File: src/rtl/core/rss_pkg.sv
`timescale 1ns / 1ps
// Shared types and constants for the record selection sorter.
package rss_pkg;

    localparam int SURNAME_HEAD_W  = 64;
    localparam int SURNAME_TAIL_W  = 8;
    localparam int GIVEN_HEAD_W    = 64;
    localparam int GIVEN_TAIL_W    = 8;
    localparam int REC_W           = SURNAME_HEAD_W + SURNAME_TAIL_W
                                   + GIVEN_HEAD_W + GIVEN_TAIL_W;
    localparam int MAX_RECORDS_DEF = 16;

    // Field order puts the most significant key first, so the packed
    // record compares as one unsigned vector in key order.
    typedef struct packed {
        logic [SURNAME_HEAD_W-1:0] surname_head;
        logic [SURNAME_TAIL_W-1:0] surname_tail;
        logic [GIVEN_HEAD_W-1:0]   given_head;
        logic [GIVEN_TAIL_W-1:0]   given_tail;
    } rec_t;

endpackage

File: src/rtl/core/rss_ram.sv
`timescale 1ns / 1ps
// Generic single-write, single-read RAM with registered read data.
module rss_ram #(
    parameter int WIDTH = rss_pkg::REC_W,
    parameter int DEPTH = rss_pkg::MAX_RECORDS_DEF
) (
    input  logic                     clk,
    input  logic                     we,
    input  logic [$clog2(DEPTH)-1:0] waddr,
    input  logic [WIDTH-1:0]         wdata,
    input  logic                     re,
    input  logic [$clog2(DEPTH)-1:0] raddr,
    output logic [WIDTH-1:0]         rdata
);

    logic [WIDTH-1:0] mem [DEPTH];
    logic [WIDTH-1:0] rdata_reg;

    always_ff @(posedge clk)
    begin
        if (we)
        begin
            mem[waddr] <= wdata;
        end
        if (re)
        begin
            rdata_reg <= mem[raddr];
        end
    end

    assign rdata = rdata_reg;

endmodule

File: src/rtl/core/rss_cmp.sv
`timescale 1ns / 1ps
// Key comparator: surname then given name, byte-wise unsigned.
module rss_cmp (
    input  rss_pkg::rec_t cand,
    input  rss_pkg::rec_t best,
    output logic          less
);

    logic [rss_pkg::SURNAME_HEAD_W+rss_pkg::SURNAME_TAIL_W-1:0] cand_sur;
    logic [rss_pkg::SURNAME_HEAD_W+rss_pkg::SURNAME_TAIL_W-1:0] best_sur;
    logic [rss_pkg::GIVEN_HEAD_W+rss_pkg::GIVEN_TAIL_W-1:0]     cand_giv;
    logic [rss_pkg::GIVEN_HEAD_W+rss_pkg::GIVEN_TAIL_W-1:0]     best_giv;

    assign cand_sur = {cand.surname_head, cand.surname_tail};
    assign best_sur = {best.surname_head, best.surname_tail};
    assign cand_giv = {cand.given_head, cand.given_tail};
    assign best_giv = {best.given_head, best.given_tail};

    // Strictly less, so the earlier record wins on a tie.
    always_comb
    begin
        if (cand_sur != best_sur)
        begin
            less = (cand_sur < best_sur);
        end
        else
        begin
            less = (cand_giv < best_giv);
        end
    end

endmodule

File: src/rtl/core/record_selection_sorter.sv
`timescale 1ns / 1ps
// Top level: record store, selection-sort sequencer and result output.
//
// Records load one per cycle while busy is low. A record with last_record set
// closes the set: busy rises and the block selection-sorts the stored records
// (at most MAX_RECORDS; records beyond that are dropped) by surname, then given
// name, and strobes each sorted record out on out_valid for exactly one cycle,
// smallest first, with final_out on the last one. The receiver cannot stall the
// output. Pass i reads record i and then scans the remaining records through
// the single read port of the record RAM, one record compared per cycle;
// results come one per pass. Stored records need no clearing pass after reset.
module record_selection_sorter #(
    parameter int MAX_RECORDS = rss_pkg::MAX_RECORDS_DEF
) (
    input  logic                              clk,
    input  logic                              rst_n,
    input  logic                              start,
    output logic                              busy,
    input  logic [rss_pkg::SURNAME_HEAD_W-1:0] surname_head,
    input  logic [rss_pkg::SURNAME_TAIL_W-1:0] surname_tail,
    input  logic [rss_pkg::GIVEN_HEAD_W-1:0]   given_head,
    input  logic [rss_pkg::GIVEN_TAIL_W-1:0]   given_tail,
    input  logic                              last_record,
    output logic                              out_valid,
    output logic [rss_pkg::SURNAME_HEAD_W-1:0] sorted_surname_head,
    output logic [rss_pkg::SURNAME_TAIL_W-1:0] sorted_surname_tail,
    output logic [rss_pkg::GIVEN_HEAD_W-1:0]   sorted_given_head,
    output logic [rss_pkg::GIVEN_TAIL_W-1:0]   sorted_given_tail,
    output logic                              final_out
);

    localparam int IDX_W = $clog2(MAX_RECORDS);
    localparam int CNT_W = $clog2(MAX_RECORDS + 1);

    typedef enum logic [4:0] {
        ST_IDLE = 5'b00001,
        ST_RDI  = 5'b00010,
        ST_LDI  = 5'b00100,
        ST_SCAN = 5'b01000,
        ST_SWAP = 5'b10000
    } state_t;

    state_t            state_reg, state_next;
    logic [CNT_W-1:0]  cnt_reg, cnt_next;
    logic [CNT_W-1:0]  n_reg, n_next;
    logic [IDX_W-1:0]  i_reg, i_next;
    logic [IDX_W-1:0]  j_reg, j_next;
    logic [IDX_W-1:0]  m_reg, m_next;
    rss_pkg::rec_t     cur_reg, cur_next;
    rss_pkg::rec_t     min_reg, min_next;
    logic              ov_reg, ov_next;
    logic              fin_reg, fin_next;
    rss_pkg::rec_t     out_reg, out_next;

    rss_pkg::rec_t     in_rec;
    rss_pkg::rec_t     rd_rec;
    logic              accept;
    logic              full;
    logic              less;
    logic [CNT_W-1:0]  i_plus1;
    logic [CNT_W-1:0]  j_plus1;

    logic                    ram_we;
    logic [IDX_W-1:0]        ram_waddr;
    logic [rss_pkg::REC_W-1:0] ram_wdata;
    logic                    ram_re;
    logic [IDX_W-1:0]        ram_raddr;
    logic [rss_pkg::REC_W-1:0] ram_rdata;

    assign in_rec.surname_head = surname_head;
    assign in_rec.surname_tail = surname_tail;
    assign in_rec.given_head   = given_head;
    assign in_rec.given_tail   = given_tail;

    assign busy    = (state_reg != ST_IDLE);
    assign accept  = start && !busy;
    assign full    = (cnt_reg >= CNT_W'(MAX_RECORDS));
    assign i_plus1 = CNT_W'(i_reg) + CNT_W'(1);
    assign j_plus1 = CNT_W'(j_reg) + CNT_W'(1);
    assign rd_rec  = rss_pkg::rec_t'(ram_rdata);

    rss_ram #(
        .WIDTH (rss_pkg::REC_W),
        .DEPTH (MAX_RECORDS)
    ) u_ram (
        .clk   (clk),
        .we    (ram_we),
        .waddr (ram_waddr),
        .wdata (ram_wdata),
        .re    (ram_re),
        .raddr (ram_raddr),
        .rdata (ram_rdata)
    );

    rss_cmp u_cmp (
        .cand (rd_rec),
        .best (min_reg),
        .less (less)
    );

    always_comb
    begin
        state_next = state_reg;
        cnt_next   = cnt_reg;
        n_next     = n_reg;
        i_next     = i_reg;
        j_next     = j_reg;
        m_next     = m_reg;
        cur_next   = cur_reg;
        min_next   = min_reg;
        ov_next    = 1'b0;
        fin_next   = 1'b0;
        out_next   = out_reg;
        ram_we     = 1'b0;
        ram_waddr  = m_reg;
        ram_wdata  = cur_reg;
        ram_re     = 1'b0;
        ram_raddr  = i_reg;

        unique case (state_reg)
            ST_IDLE:
            begin
                if (accept)
                begin
                    // Drop the beat when the store is full, but still honour last_record.
                    if (!full)
                    begin
                        ram_we    = 1'b1;
                        ram_waddr = cnt_reg[IDX_W-1:0];
                        ram_wdata = in_rec;
                        cnt_next  = cnt_reg + CNT_W'(1);
                    end
                    if (last_record)
                    begin
                        n_next     = full ? cnt_reg : (cnt_reg + CNT_W'(1));
                        i_next     = '0;
                        state_next = ST_RDI;
                    end
                end
            end
            ST_RDI:
            begin
                ram_re     = 1'b1;
                ram_raddr  = i_reg;
                state_next = ST_LDI;
            end
            ST_LDI:
            begin
                cur_next = rd_rec;
                min_next = rd_rec;
                m_next   = i_reg;
                if (i_plus1 < n_reg)
                begin
                    ram_re     = 1'b1;
                    ram_raddr  = i_plus1[IDX_W-1:0];
                    j_next     = i_plus1[IDX_W-1:0];
                    state_next = ST_SCAN;
                end
                else
                begin
                    state_next = ST_SWAP;
                end
            end
            ST_SCAN:
            begin
                // Compare the record read last cycle while fetching the next one.
                if (less)
                begin
                    min_next = rd_rec;
                    m_next   = j_reg;
                end
                if (j_plus1 < n_reg)
                begin
                    ram_re     = 1'b1;
                    ram_raddr  = j_plus1[IDX_W-1:0];
                    j_next     = j_plus1[IDX_W-1:0];
                end
                else
                begin
                    state_next = ST_SWAP;
                end
            end
            ST_SWAP:
            begin
                // Slot i is final now: emit the minimum, move the displaced record.
                ram_we    = (m_reg != i_reg);
                ram_waddr = m_reg;
                ram_wdata = cur_reg;
                ov_next   = 1'b1;
                out_next  = min_reg;
                if (i_plus1 < n_reg)
                begin
                    i_next     = i_plus1[IDX_W-1:0];
                    state_next = ST_RDI;
                end
                else
                begin
                    fin_next   = 1'b1;
                    cnt_next   = '0;
                    state_next = ST_IDLE;
                end
            end
            default:
            begin
                state_next = ST_IDLE;
            end
        endcase
    end

    always_ff @(posedge clk or negedge rst_n)
    begin
        if (!rst_n)
        begin
            state_reg <= ST_IDLE;
            cnt_reg   <= '0;
            n_reg     <= '0;
            i_reg     <= '0;
            j_reg     <= '0;
            m_reg     <= '0;
            ov_reg    <= 1'b0;
            fin_reg   <= 1'b0;
        end
        else
        begin
            state_reg <= state_next;
            cnt_reg   <= cnt_next;
            n_reg     <= n_next;
            i_reg     <= i_next;
            j_reg     <= j_next;
            m_reg     <= m_next;
            ov_reg    <= ov_next;
            fin_reg   <= fin_next;
        end
    end

    always_ff @(posedge clk)
    begin
        cur_reg <= cur_next;
        min_reg <= min_next;
        out_reg <= out_next;
    end

    assign out_valid           = ov_reg;
    assign final_out           = fin_reg;
    assign sorted_surname_head = out_reg.surname_head;
    assign sorted_surname_tail = out_reg.surname_tail;
    assign sorted_given_head   = out_reg.given_head;
    assign sorted_given_tail   = out_reg.given_tail;

    a_final_with_strobe: assert property (@(posedge clk) disable iff (!rst_n)
        final_out |-> out_valid)
        else $error("final_out without out_valid");

    a_last_starts_sort: assert property (@(posedge clk) disable iff (!rst_n)
        (start && !busy && last_record) |=> busy)
        else $error("closing record did not start the sort");

    a_idle_strobe_final: assert property (@(posedge clk) disable iff (!rst_n)
        (out_valid && !busy) |-> final_out)
        else $error("non-final result while idle");

    a_count_bounded: assert property (@(posedge clk) disable iff (!rst_n)
        cnt_reg <= CNT_W'(MAX_RECORDS))
        else $error("record count beyond capacity");

endmodule
File: config.mk
export PLATFORM = sky130hd
export DESIGN_NAME = record_selection_sorter
export DESIGN_NICKNAME = d
export VERILOG_FILES = /design/src/rtl/core/rss_pkg.sv /design/src/rtl/core/rss_ram.sv /design/src/rtl/core/rss_cmp.sv /design/src/rtl/core/record_selection_sorter.sv
export SDC_FILE = /design/constraint.sdc
export NUM_CORES = 2
export LEC_CHECK = 0
export ABC_CLOCK_PERIOD_IN_PS = 13400
export BUFFER_PORTS_ARGS = -buffer_cell sky130_fd_sc_hd__clkbuf_2
export CAP_MARGIN = 0
export CORE_ASPECT_RATIO = 1.25
export CORE_MARGIN = 3
export CORE_UTILIZATION = 35
export CTS_CLUSTER_DIAMETER = 40
export DETAILED_ROUTE_END_ITERATION = 10
export HOLD_SLACK_MARGIN = 0.1
export MAX_ROUTING_LAYER = met4
export PLACE_DENSITY = 0.55
export SETUP_SLACK_MARGIN = 0.5
export SLEW_MARGIN = 0
export SYNTH_ARGS = -nofsm -noshare
export SYNTH_HDL_FRONTEND = slang
export SYNTH_SLANG_ARGS = --single-unit
File: constraint.sdc
create_clock -name clk -period 13.4 [get_ports clk]
set_clock_uncertainty 0.1 [all_clocks]
set_input_delay 1.34 -clock clk [delete_from_list [all_inputs] [get_ports clk]]
set_output_delay 1.34 -clock clk [all_outputs]
set_load 0.1 [all_outputs]
# After elaboration in Yosys (flattened, before gate mapping)
# Memories as Yosys holds them, arrays and structs flattened. A register that Yosys moved wholly into a read port is not among the register bits.
# Index checks and enable logic that the tools add are counted.
# Widths: inputs -> output; s select.
dict set report word_totals {
  inputBits 148
  regBits 461
  wordCells 95
  output_inout_bits 147
  ram_bits 2304
  mem_count 1
}
# memory depth word_bits read_ports rd_ports_with_merged_regs wr line_no
set memory_table {}
lappend memory_table {u_ram.mem 16 144 1 1 1 rss_ram.sv:16} ;# logic [WIDTH-1:0] mem [DEPTH];
dict set report classes {
  muxes 41
  reduce_logical 10
  n_addsub 3
  n_lt_le_gt_ge 5
  n_eq_ne 15
}
# cell count
set op_table {}
lappend op_table {{$mux 144} 4}
lappend op_table {{$pmux 144 s2} 1}
lappend op_table {{$lt 72x72->1} 2}
lappend op_table {{$ne 72x72->1} 1}
lappend op_table {{$mux 4} 10}
lappend op_table {{$mux 5} 7}
lappend op_table {{$pmux 4 s2} 4}
lappend op_table {{$pmux 5 s5} 1}
lappend op_table {{$reduce_and 3->1} 5}
lappend op_table {{$ne 2x2->1 const B} 7}
lappend op_table {{$add 4x1->5 const B} 2}
lappend op_table {{$lt 5x5->1} 2}
lappend op_table {{$mux 1} 10}
lappend op_table {{$pmux 5 s2} 1}
lappend op_table {{$add 5x1->5 const B} 1}
lappend op_table {{$eq 5x1->1 const B} 1}
lappend op_table {{$eq 5x2->1 const B} 1}
lappend op_table {{$eq 5x3->1 const B} 1}
lappend op_table {{$eq 5x4->1 const B} 1}
lappend op_table {{$eq 5x5->1 const B} 1}
lappend op_table {{$ge 5x5->1 const B} 1}
lappend op_table {{$ne 5x1->1 const B} 1}
lappend op_table {{$ne 4x4->1} 1}
lappend op_table {{$reduce_bool 2->1} 2}
lappend op_table {{6 further kinds} 6}

# Longest topological paths before layout
dict set report depth {
  ltp_word 7
  depth_mapped 17
  mapped_depth_nobuf 12
}

# By module
# Synthesis repeated with hierarchy kept, for this count alone.
dict set report unflattened {
  cells_unflattened 5384
  hier_area_um2 111102.8
}
# mod n_inst seq_area_each_um2 cells_each area_per_inst_um2
set by_module_without_submodules {}
lappend by_module_without_submodules {rss_ram 1 73510.5 3773 90885.9}
lappend by_module_without_submodules {record_selection_sorter 1 13699.4 1105 16618.4}
lappend by_module_without_submodules {rss_cmp 1 0.0 506 3598.5}

# Worst setup path after synthesis
# OpenSTA, ideal clock, no wires.
dict set report synth_timing {
  path_type {input port to flip-flop}
  startpoint {input start}
  endpoint {memory u_ram.mem[11][0] (netlist bit), enable pin}
  setup_time_ps 650
  slack_ps 4538
  t_required_ps 12650
  cell_stages 5
  arrival_ps 8112
  path_buffers 1
  path_cell_list {and2_1 nand2b_1 clkbuf_1 a31oi_1 nor2_1}
}
dict set report synth_via {
  elab_chain_cells 5
  word_cells_on_any_way 7
  cone_classes {mux: 6; reduce/logical: 1}
}
# element line_no
set synth_lines {}
lappend synth_lines {{start: declaration} record_selection_sorter.sv:17} ;# input logic start,
lappend synth_lines {{$logic_and 1x1->1 *} record_selection_sorter.sv:76} ;# assign accept = start && !busy;
lappend synth_lines {{$mux 1} record_selection_sorter.sv:123} ;# if (accept)
lappend synth_lines {{$pmux 1 s2} record_selection_sorter.sv:120} ;# unique case (state_reg)
lappend synth_lines {{$mux 1} rss_ram.sv:21} ;# if (we)
lappend synth_lines {{$mux 1 (not written as such)} rss_ram.sv:23} ;# mem[waddr] <= wdata;
lappend synth_lines {{end: declaration} rss_ram.sv:16}
# Every way passes the cells marked *; elsewhere a longest branch is shown, timed or not.

# Final worst setup path
dict set report layout_timing {
  startpoint {register state_reg[4]}
  endpoint {register u_ram.rdata_reg[22], in the netlist u_ram.rdata[22] (read register of u_ram.mem), data pin}
}
dict set report layout_via {
  elab_chain_cells 2
  word_cells_on_any_way 5
  cone_classes {eq/ne: 3; mux: 2}
}
# element line_no
set layout_lines {}
lappend layout_lines {{start: declaration} record_selection_sorter.sv:43} ;# state_t state_reg, state_next;
lappend layout_lines {{start signal: assignment} record_selection_sorter.sv:225} ;# state_reg <= state_next;
lappend layout_lines {{$eq 5x4->1 (tied with other cells)} record_selection_sorter.sv:120}
lappend layout_lines {{$pmux 1 s3 / $pmux 4 s2 (equally long branches)} record_selection_sorter.sv:120}
lappend layout_lines {{end: declaration} rss_ram.sv:17} ;# logic [WIDTH-1:0] rdata_reg;
# Several ways; a longest one is shown, not always the timed one.
# A chain may end at the register's enable or synchronous reset.

==> results.md <==
- Crit path capture type: flip-flop
- Insertion delay to the later sink of the worst-skew pair: 0.91 ns
- Synth warn: 0
- DIE AREA: 0.333 mm2
- Post-Syn Instances: 7809
- Synth Register Bits: 2909
- Final period utilization: 48.9%
- Initial antenna violation count: 23
- Multiplexer share of the synthesized area: 2.88%
- Die height: 645 um
- Main combinational cell family by area after synthesis: simple AND/OR/NAND/NOR gates
- Max-cap violation count: 0
- Simple-Gate Fraction of Synth Area: 11.2%
- GRT Util Overall: 20.6%
- RSZ-0062 raised after global routing: false
- Pin count of the biggest net entering global routing: 185
- Status: complete, no violations
- Tmin final: 6.55 ns
- Area Growth Syn to Fin: 17.2%
- Setup bufs post-CTS: 0
- Hold endpoint: sorted_given_head[8]
- Most frequent cells in the layout: edfxtp_1, nand2_1, nand3_1
- Core area: 0.323 mm2
- FILL cells: 29000
- Largest Register: u_ram.mem
- Routed wire length: 343000 um
- Multi-input logic area: 0.0247 mm2
- Number of synthesized flops with an enable pin: 2880
- PD cells: 188 mW/mm2
- HP Class: reg2reg
- Synth Area in Compound Gates: 5.54%
- Hold buffers post-CTS: 0
- Uppermost layer routed: met4
- Vias per Instance: 5.45
- Remaining DRCs: 0
- Adder-Cell Fraction of Synth Area: 1.70%
- First DRT Iteration DRCs: 7520
- Routed length on met3: 23900 um
- Fin nets: 8449
- Leakage: 46.4 nW
- Worst-case reg-to-reg path depth: 11
- Routability cong.: 0.806
- XOR/XNOR share of the synthesized area: 0.0844%
- CP Cell Sequence: nor3_1 > nand2_1 > inv_8 > o211ai_1 > nand3_4 > and2_4 > buf_4 > buf_4 > mux4_2 > nand2_1 > a21oi_1
- Drt wl/cell: 27.0 um
- Slowest cell on crit path: buf_4
- Ys async rst share: 0.997%
- Reg2reg end: u_ram.rdata[22]
- Sequential area share after synthesis: 76.4%
- Layout cell share with drive strength beyond 1: 15.2%
- R2r startpoint: state_reg[4]
- Vias in the first global route: 67600
- Clock buffer depth: 4
- Reg2reg setup slack: 6.85 ns
- # clock sinks: 2909
- Initial Util: 35.3%
- WP data arrival: 7.07 ns
- Hold slack: 0.342 ns
- Synth Net Count: 8112
- Dpl hpwl: 181000 um
- Mapped Area: 0.114 mm2
- Worst hold stages: 0
- CTS tree: done
- Max FFs per register: 2304
- Wire length on met1: 146000 um
- Sequential cell area: 0.0872 mm2
- Worst-path clk slew: 0.06 ns
- TritonRoute pass-1 iters: 5
- CTS root buffer: clkbuf_16
- Synth cell types: 70
- TNS Setup: 0 ns
- Chip width: 517 um
- WL met2: 165000 um
- Crit path largest cell delay: 0.88 ns
- Gr ovfl total: 0
- Worst path required time: 13.91 ns
- Synthesized area per cell: 14.6 um2
- First-pass GRT wire length: 489000 um
- Slew margin rel.: 10.2%
- CP Max Fanout: 74
- HP Start: min_reg[16]
- Ys flop type: edfxtp_1
- Crit start category: flip-flop
- Rows: 233
- Fmax: 0.153 GHz
- I/O pin count: 295
- Peak VDD IR: 0.119 mV
- Setup Crit Path Kind: reg2reg
- Total CTS buffers: 396
- Most common cell after layout, fill and taps aside: edfxtp_1
- Slew Limit Fails: 0
- Setup violators final: 0
- DR vias: 69200
- H-tree Lvls: 5
- Routed Antenna Nets: 0
- Post-CTS Resized: 0
- Input/output buffers: 294
- Final hold violation count: 0
- Worst-Margin Slew: 1.35 ns
worst max-delay path, delay by kind of cell (launching register included):
family	cells	cell delay, ns
AO/OA/AOI/OAI	2	0.56
AND/OR/NAND/NOR	5	2.04
multiplexers	1	0.62
flip-flops	1	0.43
buffers and inverters	3	2.32
layer usage:
| layer | vias to the layer above | GRT usage, % |
|---|---|---|
| met5 | - | - |
| met4 | 0 | 4.97 |
| met3 | 484 | 2.98 |
| met2 | 2750 | 33.0 |
| met1 | 35700 | 27.7 |
| li1 | 30300 | - |
power breakdown:
group,internal [W],leakage [nW],total (W),switching (W)
clock network,0.00639,6.35,0.0105,0.00410
registers,0.0111,26.3,0.0114,0.000286
logic,0.000879,13.7,0.00321,0.00233
synth_stat cells (4+ instances only):
library cell | count | area (um2)
a211o_1 | 4 | 35.0
a211oi_1 | 144 | 1080
a21o_1 | 60 | 450
a21oi_1 | 217 | 1090
a221o_1 | 4 | 40.0
a221oi_1 | 8 | 70.1
a311oi_1 | 202 | 1770
a31oi_1 | 109 | 682
a32oi_1 | 33 | 289
and2_1 | 6 | 37.5
and3_1 | 141 | 882
buf_1 | 51 | 191
buf_2 | 33 | 165
clkbuf_1 | 386 | 1450
dfrtp_1 | 28 | 701
edfxtp_1 | 2880 | 86500
ha_1 | 155 | 1940
inv_1 | 167 | 627
mux2_2 | 144 | 1620
mux2i_1 | 108 | 1080
mux4_2 | 26 | 586
nand2_1 | 1754 | 6580
nand3_1 | 806 | 4030
nand4_1 | 95 | 594
nor2_1 | 52 | 195
nor2b_1 | 16 | 100
nor3_1 | 17 | 85.1
o211ai_1 | 6 | 45.0
o21a_1 | 5 | 37.5
o21ai_0 | 22 | 110
o221ai_1 | 30 | 263
o22ai_1 | 24 | 150
or4_1 | 4 | 30.0
xnor2_1 | 7 | 61.3
xor2_1 | 4 | 35.0
worst max-delay path by stage:
stage	slack (ns)	cells after the start	startpoint	to
detailed placement	6.74	8	start	u_ram.mem[15][137]
floorplan	4.54	5	start	u_ram.mem[11][0]
global route	6.44	11	state_reg[4]	u_ram.rdata[132]
CTS	6.80	11	state_reg[4]	u_ram.rdata[22]
finish	6.85	11	state_reg[4]	u_ram.rdata[22]
global placement	6.83	8	start	u_ram.mem[15][12]
area by class of cell:
class	instances	area share, %
tap	4230	3.96
sequential	2909	65.2
inverter	167	0.485
clock buffer	444	7.64
multi-input combinational	4259	18.5
timing repair buffer	413	1.97
antenna	3	0.00561
clock inverter	283	2.27
stage by stage:
step	instances	cell area (um2)	setup WS, ns	total power (W)	util, %
after global placement	12000	121000	6.83	0.0147	37.3
final	12700	134000	6.85	0.0251	41.4
after detailed placement	12000	121000	6.74	0.0148	37.3
after CTS	12700	134000	6.80	0.0253	41.4
after global routing	12700	134000	6.44	0.0260	41.4
after floorplan	7809	114000	4.54	0.0136	-
logic make-up after synthesis:
family                     count (synthesis)
adders and majority gates                155
DFF                                     2909
muxes                                    278
AOI/OAI and AO/OA                        889
buffers and inverters                    641
and+or+nand+nor                         2926
xor gates and xnor gates                  11
Power figures use the tool's default switching activity.
